File: src/uanf_pkg.sv
// Package for the UTF-8 name filter: widths, result type, character class table.
package uanf_pkg;

    localparam int NAME_BUF_BYTES = 64;
    localparam int CP_W           = 21;
    localparam int LEN_W          = 6;
    localparam int N_RANGES       = 31;
    localparam int OUT_TDATA_W    = 48;

    localparam logic [7:0] CH_DASH  = 8'h2D;
    localparam logic [7:0] CH_UNDER = 8'h5F;

    typedef struct packed {
        logic [CP_W-1:0] lo;
        logic [CP_W-1:0] hi;
    } t_range;

    // fields from the lowest bit up: kept_count, kept_bytes, name_length, name_empty
    typedef struct packed {
        logic             name_empty;
        logic [LEN_W-1:0] name_length;
        logic [31:0]      kept_bytes;
        logic [2:0]       kept_count;
    } t_result;

    localparam int RES_W = $bits(t_result);

    localparam t_range ALNUM_RANGES [N_RANGES] = '{
        '{21'h00030, 21'h00039}, '{21'h00041, 21'h0005A}, '{21'h00061, 21'h0007A},
        '{21'h000AA, 21'h000AA}, '{21'h000B5, 21'h000B5}, '{21'h000BA, 21'h000BA},
        '{21'h000C0, 21'h000D6}, '{21'h000D8, 21'h000F6}, '{21'h000F8, 21'h002FF},
        '{21'h00370, 21'h003FF}, '{21'h00400, 21'h0052F}, '{21'h00531, 21'h00588},
        '{21'h005D0, 21'h005EA}, '{21'h00620, 21'h0064A}, '{21'h00660, 21'h00669},
        '{21'h006F0, 21'h006F9}, '{21'h00E01, 21'h00E3A}, '{21'h00E40, 21'h00E5B},
        '{21'h01E00, 21'h01FFF}, '{21'h03040, 21'h030FF}, '{21'h03131, 21'h0318E},
        '{21'h0AC00, 21'h0D7A3}, '{21'h031F0, 21'h031FF}, '{21'h03400, 21'h04DBF},
        '{21'h04E00, 21'h09FFF}, '{21'h0F900, 21'h0FAFF}, '{21'h0FF10, 21'h0FF19},
        '{21'h0FF21, 21'h0FF3A}, '{21'h0FF41, 21'h0FF5A}, '{21'h0FF66, 21'h0FFDC},
        '{21'h20000, 21'h2FA1F}
    };

    function automatic logic is_alnum(input logic [CP_W-1:0] cp);
        logic hit;
        hit = 1'b0;
        for (int i = 0; i < N_RANGES; i++) begin
            hit = hit | ((cp >= ALNUM_RANGES[i].lo) && (cp <= ALNUM_RANGES[i].hi));
        end
        return hit;
    endfunction

endpackage

File: src/utf8_alnum_name_filter_core.sv
// UTF-8 name filter: decodes a byte stream and keeps letters, digits, '-' and '_'.
//
// Channel  Dir  tdata (low bit up)                                      tlast
// s_axis   in   [7:0] in_byte                                           last_byte
// m_axis   out  [2:0] kept_count, [34:3] kept_bytes,                    name_done
//               [40:35] name_length, [41] name_empty, [47:42] zero
//
// One item per cycle while tready is high; each result is registered in the output or skid buffer.
// Decode, range compare and length check sit between the state and result registers.
// A two-entry output buffer holds results under stall; tready drops only when both are full.
// Synchronous active-low reset clears the decoder state, length and buffer valids.
module utf8_alnum_name_filter_core (
    input  logic                             i_clk,
    input  logic                             i_rst_n,
    input  logic                             i_s_axis_tvalid,
    output logic                             o_s_axis_tready,
    input  logic [7:0]                       i_s_axis_tdata,  // in_byte
    input  logic                             i_s_axis_tlast,
    output logic                             o_m_axis_tvalid,
    input  logic                             i_m_axis_tready,
    output logic [uanf_pkg::OUT_TDATA_W-1:0] o_m_axis_tdata,  // kept_count, kept_bytes,
                                                              // name_length, name_empty
    output logic                             o_m_axis_tlast
);

    logic [uanf_pkg::CP_W-1:0]  r_partial, n_partial;
    logic [1:0]                 r_need, n_need;
    logic [2:0]                 r_len, n_len;
    logic [23:0]                r_held, n_held;
    logic [uanf_pkg::LEN_W-1:0] r_written, n_written;

    uanf_pkg::t_result r_out, r_skid, n_res;
    logic              r_out_last, r_skid_last;
    logic              r_out_valid, r_skid_valid;

    logic in_fire, out_fire;

    logic [7:0]                b;
    logic                      cont;
    logic                      take_lead;
    logic [1:0]                pos;
    logic [31:0]               held32;
    logic [uanf_pkg::CP_W-1:0] cp_next;
    logic                      emit_req;
    logic [2:0]                emit_len;
    logic [31:0]               emit_data;
    logic [6:0]                sum;
    logic                      fits;
    logic [uanf_pkg::LEN_W-1:0] wr_after;

    assign o_s_axis_tready = !r_skid_valid;
    assign in_fire         = i_s_axis_tvalid && o_s_axis_tready;
    assign out_fire        = r_out_valid && i_m_axis_tready;

    assign o_m_axis_tvalid = r_out_valid;
    assign o_m_axis_tdata  = {(uanf_pkg::OUT_TDATA_W - uanf_pkg::RES_W)'(0), r_out};
    assign o_m_axis_tlast  = r_out_last;

    always_comb begin
        b         = i_s_axis_tdata;
        cont      = (b[7:6] == 2'b10);
        take_lead = (r_need == 2'd0) || !cont;
        pos       = r_len[1:0] - r_need;
        held32    = {8'h00, r_held} | ({24'h000000, b} << {pos, 3'b000});
        cp_next   = {r_partial[uanf_pkg::CP_W-7:0], b[5:0]};

        n_partial = r_partial;
        n_need    = r_need;
        n_len     = r_len;
        n_held    = r_held;
        emit_req  = 1'b0;
        emit_len  = 3'd0;
        emit_data = 32'h0;

        if (take_lead) begin
            n_partial = '0;
            n_need    = 2'd0;
            n_len     = 3'd0;
            n_held    = '0;
            if (b == uanf_pkg::CH_DASH || b == uanf_pkg::CH_UNDER) begin
                emit_req  = 1'b1;
                emit_len  = 3'd1;
                emit_data = {24'h000000, b};
            end else if (!b[7]) begin
                emit_req  = uanf_pkg::is_alnum({13'h0000, b});
                emit_len  = 3'd1;
                emit_data = {24'h000000, b};
            end else if (b[7:5] == 3'b110) begin
                n_partial = {16'h0000, b[4:0]};
                n_need    = 2'd1;
                n_len     = 3'd2;
                n_held    = {16'h0000, b};
            end else if (b[7:4] == 4'b1110) begin
                n_partial = {17'h00000, b[3:0]};
                n_need    = 2'd2;
                n_len     = 3'd3;
                n_held    = {16'h0000, b};
            end else if (b[7:3] == 5'b11110) begin
                n_partial = {18'h00000, b[2:0]};
                n_need    = 2'd3;
                n_len     = 3'd4;
                n_held    = {16'h0000, b};
            end
        end else begin
            n_partial = cp_next;
            n_need    = r_need - 2'd1;
            n_held    = held32[23:0];
            if (r_need == 2'd1) begin
                n_partial = '0;
                n_len     = 3'd0;
                n_held    = '0;
                emit_req  = uanf_pkg::is_alnum(cp_next);
                emit_len  = r_len;
                emit_data = held32;
            end
        end

        sum      = {1'b0, r_written} + {4'h0, emit_len};
        fits     = emit_req && (sum < 7'(uanf_pkg::NAME_BUF_BYTES));
        wr_after = fits ? sum[uanf_pkg::LEN_W-1:0] : r_written;

        n_res.kept_count  = fits ? emit_len : 3'd0;
        n_res.kept_bytes  = fits ? emit_data : 32'h0;
        n_res.name_length = wr_after;
        n_res.name_empty  = i_s_axis_tlast && (wr_after == '0);

        n_written = wr_after;
        if (i_s_axis_tlast) begin
            n_partial = '0;
            n_need    = 2'd0;
            n_len     = 3'd0;
            n_held    = '0;
            n_written = '0;
        end
    end

    always_ff @(posedge i_clk) begin
        if (!i_rst_n) begin
            r_partial <= '0;
            r_need    <= 2'd0;
            r_len     <= 3'd0;
            r_held    <= '0;
            r_written <= '0;
        end else if (in_fire) begin
            r_partial <= n_partial;
            r_need    <= n_need;
            r_len     <= n_len;
            r_held    <= n_held;
            r_written <= n_written;
        end
    end

    always_ff @(posedge i_clk) begin
        if (!i_rst_n) begin
            r_out_valid  <= 1'b0;
            r_skid_valid <= 1'b0;
        end else if (r_skid_valid) begin
            if (out_fire) begin
                r_out        <= r_skid;
                r_out_last   <= r_skid_last;
                r_skid_valid <= 1'b0;
            end
        end else if (in_fire) begin
            if (!r_out_valid || out_fire) begin
                r_out       <= n_res;
                r_out_last  <= i_s_axis_tlast;
                r_out_valid <= 1'b1;
            end else begin
                r_skid       <= n_res;
                r_skid_last  <= i_s_axis_tlast;
                r_skid_valid <= 1'b1;
            end
        end else if (out_fire) begin
            r_out_valid <= 1'b0;
        end
    end

`ifndef SYNTHESIS
    a_skid_implies_out: assert property (@(posedge i_clk) disable iff (!i_rst_n)
        r_skid_valid |-> r_out_valid)
        else $error("skid entry held without output entry");

    a_count_range: assert property (@(posedge i_clk) disable iff (!i_rst_n)
        o_m_axis_tvalid |-> (r_out.kept_count <= 3'd4))
        else $error("kept_count out of range");

    a_last_clears: assert property (@(posedge i_clk) disable iff (!i_rst_n)
        (in_fire && i_s_axis_tlast) |=> (r_written == '0 && r_need == 2'd0))
        else $error("name state not cleared after last item");

    a_empty_consistent: assert property (@(posedge i_clk) disable iff (!i_rst_n)
        (o_m_axis_tvalid && r_out.name_empty) |->
            (o_m_axis_tlast && r_out.kept_count == 3'd0 && r_out.name_length == '0))
        else $error("name_empty inconsistent with result");
`endif

endmodule

File: config.mk
export PLATFORM = sky130hd
export DESIGN_NAME = utf8_alnum_name_filter_core
export DESIGN_NICKNAME = d
export VERILOG_FILES = /design/src/uanf_pkg.sv /design/src/utf8_alnum_name_filter_core.sv
export SDC_FILE = /design/constraint.sdc
export NUM_CORES = 1
export LEC_CHECK = 0
export ABC_AREA = 0
export ABC_CLOCK_PERIOD_IN_PS = 9200
export BUFFER_PORTS_ARGS = -buffer_cell sky130_fd_sc_hd__buf_2
export CORE_UTILIZATION = 60
export DETAILED_ROUTE_END_ITERATION = 10
export PLACE_DENSITY_LB_ADDON = 0.15
export SYNTH_ARGS = -nofsm -noshare
export SYNTH_HDL_FRONTEND = slang
export SYNTH_SLANG_ARGS = --single-unit
File: constraint.sdc
create_clock -name i_clk -period 9.2 [get_ports i_clk]
set_input_delay 2.76 -clock i_clk [delete_from_list [all_inputs] [get_ports i_clk]]
set_output_delay 2.76 -clock i_clk [all_outputs]
set_load 0.02 [all_outputs]
==> flow_summary.json <==
{
  "die-width_um": 114.5,
  "crit_slowest_cell": "nor3_1",
  "synth.avg_cell_area_um2": 9.300,
  "seq_area_frac_synth": 0.4775,
  "worstMarginPinSlew_ns": 1.166,
  "cpMostUsedCell": "a21o_1",
  "ys_seq_elements": 138,
  "async_reset_ff_frac": 0,
  "fin_crit_sh": 0.7649,
  "drv_cap": 0,
  "hold_violations": 0,
  "port_buffers": 57,
  "core_um2": 12160,
  "ys_top_cells_by_area": "edfxtp_1, dfxtp_1, nand2_1",
  "place.gp.congestion": 1.002,
  "cts-root-buf": "clkbuf_16",
  "critPathCaptureType": "flip-flop",
  "antenna_found_initial": 0,
  "synth_top_cell_area_share": 0.3403,
  "cts_max_level": 4,
  "synthMuxAreaShare": 0.01583,
  "grt_pass1_wl_mm": 34.70,
  "vias": 6832,
  "switching_share": 0.2460,
  "slew_headroom": 0.2165,
  "io_pins": 64,
  "crit_required_ns": 9.33,
  "synthCells": 816,
  "die_h_um": 114.5,
  "wire_per_inst_um": 21.90,
  "ys_types": 77,
  "clk_pin_slew_worst_paths_ns": 0.06,
  "totalWireLength_mm": 22.16,
  "vdd_drop_max_uv": 140.4,
  "synth_top_family_by_area": "simple AND/OR/NAND/NOR gates",
  "combPwrFrac": 0.086,
  "finalPower_mw": 1.426,
  "cp_cell_sequence": "buf_2, inv_1, nor3_1, nand2_1, nor2_1, fa_1, a21o_1, nand4_1, o21ai_0, a21o_1, or2_1, buf_4, or3_1, o31ai_1",
  "finalWorstSetupSlack_ns": 2.163,
  "cts_tree": "built",
  "synthAdderAreaFrac": 0.01253,
  "synth-compound-area-share": 0.1979,
  "hp-class": "reg2reg",
  "placedCellCount": 980,
  "finalSetupViolCount": 0,
  "worst_clock_skew_ns": 0.009671,
  "cp_max_fo": 39,
  "critical_path.max_stage_delay_ns": 0.95,
  "power_frac_clock": 0.443,
  "post_cts_resized": 0,
  "worst_ep_arrival_time_ns": 7.17,
  "outcome": "finished, final reports clean",
  "pwr-share-seq": 0.471,
  "cts_hold_buf": 0,
  "first_pass_iters": 6,
  "synth_xor_area_frac": 0.004617,
  "drive_gt1_frac": 0.1457,
  "rsz0062_at_grt": "false",
  "cts_sinks": 138,
  "p_leak_nw": 2.940,
  "post_cts_buffers": 0,
  "pre_cts_ws_ns": 1.895,
  "dp_hpwl_mm": 14.43,
  "hold_ws_ns": 0.4913,
  "p_switching_uw": 351.0,
  "syn2layout_area_growth_pct": 11.06,
  "grt_pass1_vias": 6404,
  "cellPowerDensity_nw_per_um2": 169.3,
  "nNetsFinal": 851,
  "yosys.area.top_type": "edfxtp_1",
  "clock_path_buffers": 2,
  "setup_tns_ns": 0,
  "fmax_mhz": 142.1,
  "internal_power_mw": 1.076,
  "finalMaxSlewViolations": 0,
  "start_util": 0.6240,
  "n_antenna_cell": 0,
  "drc": 0,
  "synth_edf_count": 86,
  "instances_no_fill": 1012,
  "yosys_warnings": 0,
  "vias_per_cell": 6.751,
  "crit_path_start_kind": "input port",
  "gr-total-overflow": 0,
  "grt_util_all_layers": 0.3478,
  "dieArea_um2": 13100,
  "clk_latency_ns": 0.42,
  "drtIter0Drc": 986,
  "numCtsBuffers": 17,
  "drtAntennaViolNets": 0,
  "min_period_ns": 7.037,
  "grt_max_degree": 81,
  "worstSetupPathType": "in2reg",
  "std_cell_rows": 40,
  "syn_area_um2": 7589,
  "synthSimpleGateAreaFrac": 0.2366,
  "ys.flop_type": "edfxtp_1"
}
==> worst paths after layout <==
kind | start | endpoint | slack [ns] | depth (start not counted)
hold reg to reg | r_held[6] | r_held[6] | 0.49 | 2
setup / recovery | i_s_axis_tdata[7] | o_m_axis_tdata[32] | 2.16 | 14
hold / removal | r_held[6] | r_held[6] | 0.49 | 2
setup reg to reg | r_partial[10] | o_m_axis_tdata[32] | 4.17 | 11
==> logic make-up (layout without fill, tap and decap cells) <==
kind of cell | after synthesis | after routing
muxes | 11 | 11
buffers and inverters | 101 | 123
xor gates and xnor gates | 4 | 4
and+or+nand+nor | 341 | 341
AOI/OAI and AO/OA | 213 | 213
DFF | 138 | 138
adders and majority gates | 7 | 7
other | 1 | 7
==> synth_stat cells, drive strengths merged, types with 3 or more instances <==
library cell,instances
nor2b,51
a21o,6
o211ai,5
o21a,3
and2,14
mux2i,3
a32oi,5
a2111oi,4
xnor2,3
or3,8
o22ai,6
clkbuf,57
nor3b,4
o31ai,32
edfxtp,86
o21ai,26
nand4,15
inv,22
dfxtp,52
or2,6
a22oi,42
o2111ai,4
ha,6
a31oi,9
nor3,24
nor2,67
nand2,89
a21boi,5
a21oi,38
or4,3
and3,4
a211oi,8
nand3,14
nor4bb,3
buf,20
nand2b,5
nor4,18
nor4b,7
mux2,8
==> layout make-up <==
type / count / area (um^2)
inverters: 24 / 90.09
clock inverters: 9 / 62.56
repair buffers: 67 / 360.3
multi-input cells: 583 / 3591
flip-flops and latches: 138 / 3625
well taps: 168 / 210.2
fillers: 912 / 3734
clock buffers: 23 / 489.2
==> layer usage <==
layer	GRT usage	vias up	wire (um)
li1	-	3060	-
met1	0.4599	3274	8741
met2	0.5648	435	10840
met3	0.07147	63	1939
met4	0.1299	0	638
met5	0	-	0
==> through the flow <==
step | instance area, um^2 | utilization
3_5_place_dp | 7876 | 0.6476
5_1_grt | 8428 | 0.6930
6_report | 8428 | 0.6930
3_3_place_gp | 7876 | 0.6476
4_1_cts | 8428 | 0.6930
2_1_floorplan | 7611 | -
==> flip-flops by register name, summed over array words and instances, names as in the netlist <==
name	cells
o_m_axis_tdata	42
o_m_axis_tlast	1
o_m_axis_tvalid	1
r_held	24
r_len	3
r_need	2
r_partial	15
r_skid	42
r_skid_last	1
r_skid_valid	1
r_written	6
==> critical path, delay by kind of cell <==
kind	cells	cell delay, ns
and+or+nand+nor	6	2.43
buffers and inverters	3	0.70
adders and majority gates	1	0.26
AOI/OAI and AO/OA	4	0.99
==> placed cells by master, fill, tap and decap left out, types with 6 or more instances in the layout <==
master,netlist,layout
buf_4,6,10
conb_1,1,7
ha_1,6,6
dfxtp_1,52,51
o22ai_1,6,6
a22oi_1,42,42
a21o_1,6,6
nor2_1,66,66
inv_1,22,22
o21ai_0,24,24
clkbuf_16,0,18
edfxtp_1,86,86
a21oi_1,38,37
o31ai_1,30,30
mux2_2,8,8
or3_1,8,8
nand4_1,15,15
nor4b_1,7,6
nor3_1,23,23
buf_2,4,57
and2_1,14,14
nand2_1,89,89
nand3_1,14,14
a211oi_1,8,8
a31oi_1,9,9
nor4_1,16,16
nor2b_1,51,51
==> power by group through the flow <==
stage | logic [mW] | registers (mW) | clock network [mW]
after floorplan | 0.0734 | 0.696 | 0
after global placement | 0.117 | 0.684 | 0
after detailed placement | 0.119 | 0.685 | 0
after CTS | 0.120 | 0.672 | 0.632
after global routing | 0.131 | 0.673 | 0.656
final | 0.123 | 0.672 | 0.632
Power figures use the tool's default switching activity.
